--- src/hdl/kst_pkg.sv ---
package kst_pkg;

	localparam int KEY_COUNT_DEF = 256;

	localparam int CFG_IDX_W  = 3;
	localparam int CFG_DATA_W = 8;

	// Configuration register indexes
	localparam logic [CFG_IDX_W-1:0] REG_CAPTURE  = 3'd0;
	localparam logic [CFG_IDX_W-1:0] REG_SHIFT    = 3'd1;
	localparam logic [CFG_IDX_W-1:0] REG_CONTROL  = 3'd2;
	localparam logic [CFG_IDX_W-1:0] REG_ALT      = 3'd3;
	localparam logic [CFG_IDX_W-1:0] REG_SNAPSHOT = 3'd4;

	localparam logic       CAPTURE_RST  = 1'b0;
	localparam logic [7:0] SHIFT_RST    = 8'd16;
	localparam logic [7:0] CONTROL_RST  = 8'd17;
	localparam logic [7:0] ALT_RST      = 8'd18;
	localparam logic [7:0] SNAPSHOT_RST = 8'd44;

	// Request opcodes
	localparam logic [1:0] OP_EVENT  = 2'd0;
	localparam logic [1:0] OP_TICK   = 2'd1;
	localparam logic [1:0] OP_RELALL = 2'd2;
	localparam logic [1:0] OP_QUERY  = 2'd3;

	// Key states; bit 1 marks a held key
	localparam logic [1:0] ST_UP       = 2'd0;
	localparam logic [1:0] ST_RELEASED = 2'd1;
	localparam logic [1:0] ST_DOWN     = 2'd2;
	localparam logic [1:0] ST_PRESSED  = 2'd3;
	localparam int         HELD_BIT    = 1;

	typedef struct packed {
		logic [1:0] opcode;
		logic [7:0] key_code;
		logic       key_down;
	} req_t;

	typedef struct packed {
		logic [1:0] key_state;
		logic       key_repeat;
		logic [2:0] modifier_mask;
		logic       captured;
	} rsp_t;

	typedef enum logic [1:0] {
		RS_KEY   = 2'd0,
		RS_SHIFT = 2'd1,
		RS_CTRL  = 2'd2,
		RS_ALT   = 2'd3
	} rpt_sel_t;

	typedef struct packed {
		logic     load;
		logic     clear_wr;
		logic     ev_rd;
		logic     ev_wr;
		logic     sweep_rd;
		logic     rpt_rd;
		rpt_sel_t rpt_sel;
	} cmd_t;

	typedef struct packed {
		logic last_idx;
		logic ev_apply;
		logic sweep;
	} status_t;

endpackage

--- src/hdl/key_state_tracker_top.sv ---
// Keyboard key state tracker.
// Requests arrive on the req channel (valid/ready): a key event, a frame tick,
// a release-all or a query. Each request yields exactly one response on the
// rsp channel (valid/ready) with the addressed key's state and repeat flag,
// the shift/control/alt mask and the capture flag.
// The per-key state lives in a table with one read port and one write port.
// A query reads the addressed key and then the modifier keys before the response
// is given; an applied key event first reads and writes back its entry, and
// a frame tick or release-all first walks the table one entry per cycle. The
// modifier mask comes from three further table reads after the addressed key.
// One request is in flight at a time; req_ready is high only while idle, so
// with a ready receiver the next request is taken in the idle state that
// follows the response transfer.
// If the receiver stalls, the response is held and no new request is taken.
// After reset the table is cleared one entry per cycle with req_ready low;
// configuration writes are taken at any time, but should only be issued while
// no request is in flight.
module key_state_tracker_top #(
	parameter int KEY_COUNT = kst_pkg::KEY_COUNT_DEF
) (
	input  logic                            clk,
	input  logic                            arst_n,
	input  logic                            wr_en,
	input  logic [kst_pkg::CFG_IDX_W-1:0]   wr_index,
	input  logic [kst_pkg::CFG_DATA_W-1:0]  wr_data,
	input  logic                            req_valid,
	output logic                            req_ready,
	input  kst_pkg::req_t                   req,
	output logic                            rsp_valid,
	input  logic                            rsp_ready,
	output kst_pkg::rsp_t                   rsp
);

	kst_pkg::cmd_t    cmd;
	kst_pkg::status_t status;

	kst_ctrl u_ctrl (
		.clk       (clk),
		.arst_n    (arst_n),
		.req_valid (req_valid),
		.req_ready (req_ready),
		.rsp_valid (rsp_valid),
		.rsp_ready (rsp_ready),
		.status    (status),
		.cmd       (cmd)
	);

	kst_dp #(
		.KEY_COUNT (KEY_COUNT)
	) u_dp (
		.clk      (clk),
		.arst_n   (arst_n),
		.wr_en    (wr_en),
		.wr_index (wr_index),
		.wr_data  (wr_data),
		.req      (req),
		.cmd      (cmd),
		.status   (status),
		.rsp      (rsp)
	);

`ifndef NO_ASSERTIONS
	a_one_in_flight: assert property (@(posedge clk) disable iff (!arst_n)
		!(req_ready && rsp_valid))
		else $error("request taken while a response is pending");

	a_no_instant_rsp: assert property (@(posedge clk) disable iff (!arst_n)
		(req_valid && req_ready) |=> !rsp_valid)
		else $error("response valid right after request transfer");

	a_ev_rmw: assert property (@(posedge clk) disable iff (!arst_n)
		cmd.ev_wr |-> $past(cmd.ev_rd))
		else $error("event write without preceding read");

	a_back_to_idle: assert property (@(posedge clk) disable iff (!arst_n)
		(rsp_valid && rsp_ready) |=> req_ready)
		else $error("not ready after response transfer");
`endif

endmodule

--- src/hdl/kst_ctrl.sv ---
module kst_ctrl (
	input  logic               clk,
	input  logic               arst_n,
	input  logic               req_valid,
	output logic               req_ready,
	output logic               rsp_valid,
	input  logic               rsp_ready,
	input  kst_pkg::status_t   status,
	output kst_pkg::cmd_t      cmd
);

	typedef enum logic [11:0] {
		C_CLEAR     = 12'b0000_0000_0001,
		C_IDLE      = 12'b0000_0000_0010,
		C_EV_RD     = 12'b0000_0000_0100,
		C_EV_WR     = 12'b0000_0000_1000,
		C_SWEEP     = 12'b0000_0001_0000,
		C_SWEEP_END = 12'b0000_0010_0000,
		C_RD_KEY    = 12'b0000_0100_0000,
		C_RD_SHIFT  = 12'b0000_1000_0000,
		C_RD_CTRL   = 12'b0001_0000_0000,
		C_RD_ALT    = 12'b0010_0000_0000,
		C_FIN       = 12'b0100_0000_0000,
		C_OUT       = 12'b1000_0000_0000
	} ctl_state_t;

	ctl_state_t state_q;
	ctl_state_t state_nxt;

	always_ff @(posedge clk or negedge arst_n) begin
		if (!arst_n) begin
			state_q <= C_CLEAR;
		end else begin
			state_q <= state_nxt;
		end
	end

	always_comb begin
		state_nxt   = state_q;
		cmd         = '0;
		cmd.rpt_sel = kst_pkg::RS_KEY;
		req_ready   = 1'b0;
		rsp_valid   = 1'b0;
		unique case (state_q)
			C_CLEAR: begin
				cmd.clear_wr = 1'b1;
				if (status.last_idx) begin
					state_nxt = C_IDLE;
				end
			end
			C_IDLE: begin
				req_ready = 1'b1;
				if (req_valid) begin
					cmd.load = 1'b1;
					if (status.ev_apply) begin
						state_nxt = C_EV_RD;
					end else if (status.sweep) begin
						state_nxt = C_SWEEP;
					end else begin
						state_nxt = C_RD_KEY;
					end
				end
			end
			C_EV_RD: begin
				cmd.ev_rd = 1'b1;
				state_nxt = C_EV_WR;
			end
			C_EV_WR: begin
				cmd.ev_wr = 1'b1;
				state_nxt = C_RD_KEY;
			end
			C_SWEEP: begin
				cmd.sweep_rd = 1'b1;
				if (status.last_idx) begin
					state_nxt = C_SWEEP_END;
				end
			end
			// The last entry of the sweep is written back here.
			C_SWEEP_END: begin
				state_nxt = C_RD_KEY;
			end
			C_RD_KEY: begin
				cmd.rpt_rd  = 1'b1;
				cmd.rpt_sel = kst_pkg::RS_KEY;
				state_nxt   = C_RD_SHIFT;
			end
			C_RD_SHIFT: begin
				cmd.rpt_rd  = 1'b1;
				cmd.rpt_sel = kst_pkg::RS_SHIFT;
				state_nxt   = C_RD_CTRL;
			end
			C_RD_CTRL: begin
				cmd.rpt_rd  = 1'b1;
				cmd.rpt_sel = kst_pkg::RS_CTRL;
				state_nxt   = C_RD_ALT;
			end
			C_RD_ALT: begin
				cmd.rpt_rd  = 1'b1;
				cmd.rpt_sel = kst_pkg::RS_ALT;
				state_nxt   = C_FIN;
			end
			C_FIN: begin
				state_nxt = C_OUT;
			end
			C_OUT: begin
				rsp_valid = 1'b1;
				if (rsp_ready) begin
					state_nxt = C_IDLE;
				end
			end
			default: begin
				state_nxt = C_IDLE;
			end
		endcase
	end

endmodule

--- src/hdl/kst_dp.sv ---
module kst_dp #(
	parameter int KEY_COUNT = kst_pkg::KEY_COUNT_DEF
) (
	input  logic                             clk,
	input  logic                             arst_n,
	input  logic                             wr_en,
	input  logic [kst_pkg::CFG_IDX_W-1:0]    wr_index,
	input  logic [kst_pkg::CFG_DATA_W-1:0]   wr_data,
	input  kst_pkg::req_t                    req,
	input  kst_pkg::cmd_t                    cmd,
	output kst_pkg::status_t                 status,
	output kst_pkg::rsp_t                    rsp
);

	localparam int IW = $clog2(KEY_COUNT);
	localparam int CW = ((IW > 8) ? IW : 8) + 1;

	typedef struct packed {
		logic [1:0] state;
		logic       rpt;
		logic       pend;
	} entry_t;

	// Configuration registers
	logic       capture_q;
	logic [7:0] shift_q;
	logic [7:0] control_q;
	logic [7:0] alt_q;
	logic [7:0] snap_q;

	always_ff @(posedge clk or negedge arst_n) begin
		if (!arst_n) begin
			capture_q <= kst_pkg::CAPTURE_RST;
			shift_q   <= kst_pkg::SHIFT_RST;
			control_q <= kst_pkg::CONTROL_RST;
			alt_q     <= kst_pkg::ALT_RST;
			snap_q    <= kst_pkg::SNAPSHOT_RST;
		end else if (wr_en) begin
			unique case (wr_index)
				kst_pkg::REG_CAPTURE:  capture_q <= wr_data[0];
				kst_pkg::REG_SHIFT:    shift_q   <= wr_data;
				kst_pkg::REG_CONTROL:  control_q <= wr_data;
				kst_pkg::REG_ALT:      alt_q     <= wr_data;
				kst_pkg::REG_SNAPSHOT: snap_q    <= wr_data;
				default: begin
				end
			endcase
		end
	end

	// Key codes widened so they can be compared against the key count.
	logic [CW-1:0] in_ext;
	logic [CW-1:0] key_ext;
	logic [CW-1:0] shift_ext;
	logic [CW-1:0] ctrl_ext;
	logic [CW-1:0] alt_ext;
	logic [CW-1:0] snap_ext;
	logic [CW-1:0] count_ext;

	kst_pkg::req_t req_q;

	assign count_ext = CW'(KEY_COUNT);
	assign in_ext    = CW'(req.key_code);
	assign key_ext   = CW'(req_q.key_code);
	assign shift_ext = CW'(shift_q);
	assign ctrl_ext  = CW'(control_q);
	assign alt_ext   = CW'(alt_q);
	assign snap_ext  = CW'(snap_q);

	// Sweep and clear index
	logic [IW-1:0] idx_q;
	logic          idx_last;

	assign idx_last = (idx_q == IW'(KEY_COUNT - 1));

	always_ff @(posedge clk or negedge arst_n) begin
		if (!arst_n) begin
			idx_q <= '0;
		end else if (cmd.clear_wr || cmd.sweep_rd) begin
			idx_q <= idx_last ? '0 : idx_q + 1'b1;
		end
	end

	assign status.last_idx = idx_last;
	assign status.ev_apply = (req.opcode == kst_pkg::OP_EVENT) && !capture_q &&
		(in_ext < count_ext);
	assign status.sweep = (req.opcode == kst_pkg::OP_TICK) ||
		(req.opcode == kst_pkg::OP_RELALL);

	always_ff @(posedge clk) begin
		if (cmd.load) begin
			req_q <= req;
		end
	end

	// Sweep read pipeline: the entry read in one cycle is written back in the next.
	logic                sweep_v_s1;
	logic [IW-1:0]       addr_s1;
	logic                rpt_v_s1;
	kst_pkg::rpt_sel_t   rpt_sel_s1;

	always_ff @(posedge clk or negedge arst_n) begin
		if (!arst_n) begin
			sweep_v_s1 <= 1'b0;
			rpt_v_s1   <= 1'b0;
		end else begin
			sweep_v_s1 <= cmd.sweep_rd;
			rpt_v_s1   <= cmd.rpt_rd;
		end
	end

	always_ff @(posedge clk) begin
		addr_s1    <= idx_q;
		rpt_sel_s1 <= cmd.rpt_sel;
	end

	// Key table
	entry_t        mem [KEY_COUNT];
	entry_t        rd_q;
	logic [IW-1:0] raddr;
	logic [IW-1:0] waddr;
	logic          mem_we;
	entry_t        wdata;
	entry_t        ev_next;
	entry_t        sw_next;
	logic [CW-1:0] addr_s1_ext;

	assign addr_s1_ext = CW'(addr_s1);

	always_comb begin
		ev_next = rd_q;
		if (req_q.key_code == snap_q) begin
			ev_next.state = kst_pkg::ST_PRESSED;
		end else if (req_q.key_down) begin
			if (rd_q.state == kst_pkg::ST_UP || rd_q.state == kst_pkg::ST_RELEASED) begin
				ev_next.state = kst_pkg::ST_PRESSED;
			end
			ev_next.rpt = 1'b1;
		end else if (rd_q.state == kst_pkg::ST_PRESSED) begin
			ev_next.pend = 1'b1;
		end else if (rd_q.state == kst_pkg::ST_DOWN) begin
			ev_next.state = kst_pkg::ST_RELEASED;
		end
	end

	always_comb begin
		sw_next      = rd_q;
		sw_next.pend = 1'b0;
		if (req_q.opcode == kst_pkg::OP_TICK) begin
			// Pressed settles to down, released to up.
			sw_next.state = {rd_q.state[1], 1'b0};
			sw_next.rpt   = 1'b0;
			if ((addr_s1_ext == snap_ext && rd_q.state == kst_pkg::ST_PRESSED) ||
				rd_q.pend) begin
				sw_next.state = kst_pkg::ST_RELEASED;
			end
		end else if (rd_q.state[kst_pkg::HELD_BIT]) begin
			sw_next.state = kst_pkg::ST_RELEASED;
		end
	end

	always_comb begin
		raddr = key_ext[IW-1:0];
		if (cmd.sweep_rd) begin
			raddr = idx_q;
		end else if (cmd.rpt_rd) begin
			case (cmd.rpt_sel)
				kst_pkg::RS_SHIFT: raddr = shift_ext[IW-1:0];
				kst_pkg::RS_CTRL:  raddr = ctrl_ext[IW-1:0];
				kst_pkg::RS_ALT:   raddr = alt_ext[IW-1:0];
				default:           raddr = key_ext[IW-1:0];
			endcase
		end
	end

	always_comb begin
		mem_we = 1'b0;
		waddr  = idx_q;
		wdata  = '0;
		if (cmd.clear_wr) begin
			mem_we = 1'b1;
		end else if (cmd.ev_wr) begin
			mem_we = 1'b1;
			waddr  = key_ext[IW-1:0];
			wdata  = ev_next;
		end else if (sweep_v_s1) begin
			mem_we = 1'b1;
			waddr  = addr_s1;
			wdata  = sw_next;
		end
	end

	always_ff @(posedge clk) begin
		if (mem_we) begin
			mem[waddr] <= wdata;
		end
		rd_q <= mem[raddr];
	end

	// Result register
	kst_pkg::rsp_t rsp_q;

	always_ff @(posedge clk) begin
		if (cmd.load) begin
			rsp_q.captured <= (req.opcode == kst_pkg::OP_EVENT) && capture_q &&
				req.key_down;
		end
		if (rpt_v_s1) begin
			case (rpt_sel_s1)
				kst_pkg::RS_KEY: begin
					rsp_q.key_state  <= (key_ext < count_ext) ? rd_q.state : kst_pkg::ST_UP;
					rsp_q.key_repeat <= (key_ext < count_ext) && rd_q.rpt;
				end
				kst_pkg::RS_SHIFT: begin
					rsp_q.modifier_mask[0] <= (shift_ext < count_ext) &&
						rd_q.state[kst_pkg::HELD_BIT];
				end
				kst_pkg::RS_CTRL: begin
					rsp_q.modifier_mask[1] <= (ctrl_ext < count_ext) &&
						rd_q.state[kst_pkg::HELD_BIT];
				end
				default: begin
					rsp_q.modifier_mask[2] <= (alt_ext < count_ext) &&
						rd_q.state[kst_pkg::HELD_BIT];
				end
			endcase
		end
	end

	assign rsp = rsp_q;

endmodule
--- config.mk ---
export PLATFORM = sky130hd
export DESIGN_NAME = key_state_tracker_top
export DESIGN_NICKNAME = d
export VERILOG_FILES = /design/src/hdl/kst_pkg.sv /design/src/hdl/key_state_tracker_top.sv /design/src/hdl/kst_ctrl.sv /design/src/hdl/kst_dp.sv
export SDC_FILE = /design/constraint.sdc
export NUM_CORES = 2
export LEC_CHECK = 0
export ABC_AREA = 1
export BUFFER_PORTS_ARGS = -buffer_cell sky130_fd_sc_hd__buf_2
export CORE_ASPECT_RATIO = 2
export CORE_UTILIZATION = 45
export DETAILED_ROUTE_END_ITERATION = 10
export SETUP_SLACK_MARGIN = 0.2
export SYNTH_ARGS = -nofsm -noshare
export SYNTH_HDL_FRONTEND = slang
export SYNTH_SLANG_ARGS = --single-unit
--- constraint.sdc ---
create_clock -name clk -period 23.8 [get_ports clk]
set_clock_uncertainty 0.2 [all_clocks]
set_input_delay 2.38 -clock clk [delete_from_list [all_inputs] [get_ports clk]]
set_output_delay 2.38 -clock clk [all_outputs]
set_load 0.01 [all_outputs]
==> flow_metrics.tcl <==
set metrics [dict create \
    grt_pass1_vias 33299 \
    required_ns 24.24 \
    tns_ns 0 \
    rows 172 \
    yosysTopAreaCellShare 0.630 \
    nets 4552 \
    cts_buffers 90 \
    synth_flop_cell "edfxtp_1" \
    power_density_mw_per_mm2 104 \
    ys_top_cells_by_area "edfxtp_1 (63%), nand3_1 (9.2%), nand2_1 (7.1%)" \
    syn_area_mm2 0.0497 \
    hpwl_um 78600 \
    slew_viol_final 0 \
    post_cts_buffers 0 \
    critical_path.startpoint_type "register" \
    yosysTopAreaCell "edfxtp_1" \
    io_pins 36 \
    syn_inst 4648 \
    final.fill_count 9970 \
    io_buffer_count 35 \
    synth_edf_count 1042 \
    post-place-ws_ns 17.85 \
    die_x_um 237 \
    fin_util 0.488 \
    ir_drop_mv 0.0915 \
    async_flop_share 0.0495 \
    syn-mean-instance-area_um2 10.7 \
    vias 33188 \
    hp-class "reg2reg" \
    overflow 0 \
    setup_viol 0 \
    r2r_slack_ns 17.71 \
    cp-end-kind "register" \
    gp_congestion 0.871 \
    fin_crit_sh 0.256 \
    max-clock-path-buffers 3 \
    critPathKind "reg2reg" \
    clk_pin_slew_worst_paths_ns 0.07 \
    clock_latency_ns 0.71 \
    fin_cells 5989 \
    start_util 0.453 \
    cts-root-buf "clkbuf_16" \
    dr.first_iter.drc_count 2549 \
    grt_max_degree 210 \
    grtUsageTotal 0.246 \
    synth_seq_cells 1111 \
    cts-resized-gates 0 \
    rsz0062_at_grt "no" \
    clock_sinks 1111 \
    synth_nets 4677 \
    period_minus_slack_ns 6.09 \
    max_freq_mhz 164 \
    setup_slack_ns 17.71 \
    crit_arrival_ns 6.52 \
    h-tree-depth 3 \
    dr.pass1.iters 6 \
    die-area_mm2 0.112 \
    placed_cells 5823 \
    grt_antenna_before_repair 1 \
    slew_headroom 0.208 \
    tritoncts "built" \
    tightest_slew_ns 1.19 \
    postCtsHoldBufs 0 \
    p_total_mw 5.57 \
    maxCapViolations 0 \
    drc_errors 0 \
    die_h_um 472 \
    routed_wirelength_um 137000 \
    hold_viol_final 0 \
    ys.warnings.count 0 \
    grt_pass1_wl_um 203000 \
    route.antenna.remaining_nets 0 \
    coreArea_mm2 0.110 \
    leakagePower_nw 20.3 \
    yosysSeqAreaShare 0.663 \
    syn_to_final_growth_pct 7.87 \
    drive_gt1_frac 0.0605 \
    viasPerCell 5.54 \
    cp_max_fo 95 \
    status "finished clean" \
    wl_per_cell_um 22.9 \
    synth.distinct_cells 39 \
]
## path summary, 6_finish.rpt
path,start,endpoint,cells past startpoint
setup reg to reg,u_ctrl.state_q[0]$_DFFE_PN1P_,u_dp.rd_q[2]$_DFF_P_,19
max in group asynchronous,arst_n,u_dp.sweep_v_s1$_DFF_PN0_,2
hold / removal,u_dp.idx_q[0]$_DFFE_PN0P_,u_dp.addr_s1[0]$_DFF_P_,0
hold reg to reg,u_dp.idx_q[0]$_DFFE_PN0P_,u_dp.addr_s1[0]$_DFF_P_,0
min in group asynchronous,arst_n,u_dp.alt_q[2]$_DFFE_PN0P_,2
setup / recovery,u_ctrl.state_q[0]$_DFFE_PN1P_,u_dp.rd_q[2]$_DFF_P_,19
## kinds of logic after synthesis
logic type                 synth area share
and+or+nand+nor                       0.243
DFF                                   0.663
buffers and inverters                0.0723
AOI/OAI and AO/OA                    0.0182
xor gates and xnor gates            0.00317
adders and majority gates          0.000503
## layout by cell type, fill, tap and decap left out, types with 4 or more instances in the layout
| master | count |
|---|---|
| edfxtp_1 | 1042 |
| nand2_1 | 942 |
| nand3_1 | 916 |
| inv_1 | 525 |
| nor2_1 | 316 |
| nand3b_1 | 304 |
| clkbuf_16 | 93 |
| o21ai_0 | 56 |
| o211ai_1 | 49 |
| dfrtp_1 | 46 |
| buf_2 | 35 |
| buf_4 | 34 |
| clkbuf_1 | 20 |
| xor2_1 | 18 |
| clkinv_1 | 16 |
| a21oi_1 | 14 |
| clkinv_2 | 14 |
| dfxtp_1 | 14 |
| nor4_1 | 12 |
| nor2_2 | 10 |
| nand2_2 | 10 |
| nor3_1 | 9 |
| bufinv_16 | 9 |
| buf_12 | 9 |
| dfstp_2 | 9 |
| inv_2 | 8 |
| nand4_4 | 6 |
| inv_6 | 6 |
| nor2_4 | 5 |
| o21ai_4 | 5 |
| nand4_1 | 5 |
| o21ai_2 | 4 |
| a22o_1 | 4 |
| clkinvlp_4 | 4 |
## synth_stat cells (3+ instances only)
| cell type | n |
|---|---|
| a21oi_1 | 15 |
| a22o_1 | 4 |
| a31oi_1 | 4 |
| buf_1 | 7 |
| buf_2 | 194 |
| buf_4 | 28 |
| buf_6 | 16 |
| clkbuf_1 | 50 |
| dfrtp_1 | 46 |
| dfstp_2 | 9 |
| dfxtp_1 | 14 |
| edfxtp_1 | 1042 |
| inv_1 | 526 |
| inv_2 | 10 |
| nand2_1 | 943 |
| nand2_2 | 12 |
| nand3_1 | 916 |
| nand3b_1 | 304 |
| nand4_1 | 5 |
| nand4_2 | 6 |
| nor2_1 | 317 |
| nor2_2 | 10 |
| nor2_4 | 4 |
| nor3_1 | 10 |
| nor4_1 | 12 |
| o211ai_1 | 49 |
| o21ai_0 | 56 |
| o21ai_1 | 3 |
| o21ai_2 | 4 |
| xor2_1 | 18 |
## stage by stage
step | hold slack [ns] | instance area [µm²]
2_1_floorplan | 0.203 | 49700
3_3_place_gp | 0.257 | 50700
3_5_place_dp | 0.252 | 50700
4_1_cts | 0.265 | 53600
5_1_grt | 0.277 | 53600
6_report | 0.272 | 53600
## layout make-up
class                           count  area [µm²]  area share
Sequential cell                  1111       33000       0.615
Timing Repair Buffer               78         611      0.0114
Tap cell                         1392        1740      0.0325
Clock inverter                     50         513     0.00957
Inverter                          537        2020      0.0377
Clock buffer                      115        2430      0.0453
Multi-Input combinational cell   2705       13300       0.249
Antenna cell                        1        2.50   0.0000467
## critical path: stages, from the launching register on
cell and delay, ns:
dfstp_2 0.55, nor2_2 0.05, nand2_2 0.12, nor2_4 0.06
nand2_1 0.06, buf_4 0.29, nand3_4 0.58, nand2_8 0.72
buf_4 0.75, buf_4 0.82, nand2_1 0.10, nand2_1 0.10
nand2_1 0.05, nand3_1 0.10, nand3_1 0.16, nand3_1 0.31
nand3_1 0.22, nand3_1 0.23, nand3_1 0.15, nand2_1 0.14
## registers in the layout, summed over array words and instances, names as in the netlist, 2 cells and up
signal           flops
u_dp.alt_q           8
u_dp.idx_q           8
u_ctrl.state_q      12
u_dp.control_q       8
u_dp.rsp             7
u_dp.mem          1024
u_dp.snap_q          8
u_dp.req_q           3
u_dp.addr_s1         8
u_dp.key_ext         8
u_dp.shift_q         8
u_dp.rd_q            4
u_dp.rpt_sel_s1      2
## power breakdown
part / total, mW / internal, mW / switching, mW
sequential: 2.22 / 2.19 / 0.0354
combinational: 1.81 / 0.460 / 1.35
clock: 1.53 / 0.825 / 0.703
total: 5.57 / 3.47 / 2.09
## layer usage
layer / share of wire / up-vias / global-route usage
met5: 0 / - / 0
met4: 0.070 / 0 / 0.167
met3: 0.050 / 325 / 0.0284
met2: 0.53 / 1112 / 0.444
met1: 0.35 / 16189 / 0.269
li1: - / 15562 / -
No activity file was read; power rests on OpenSTA's default activity.
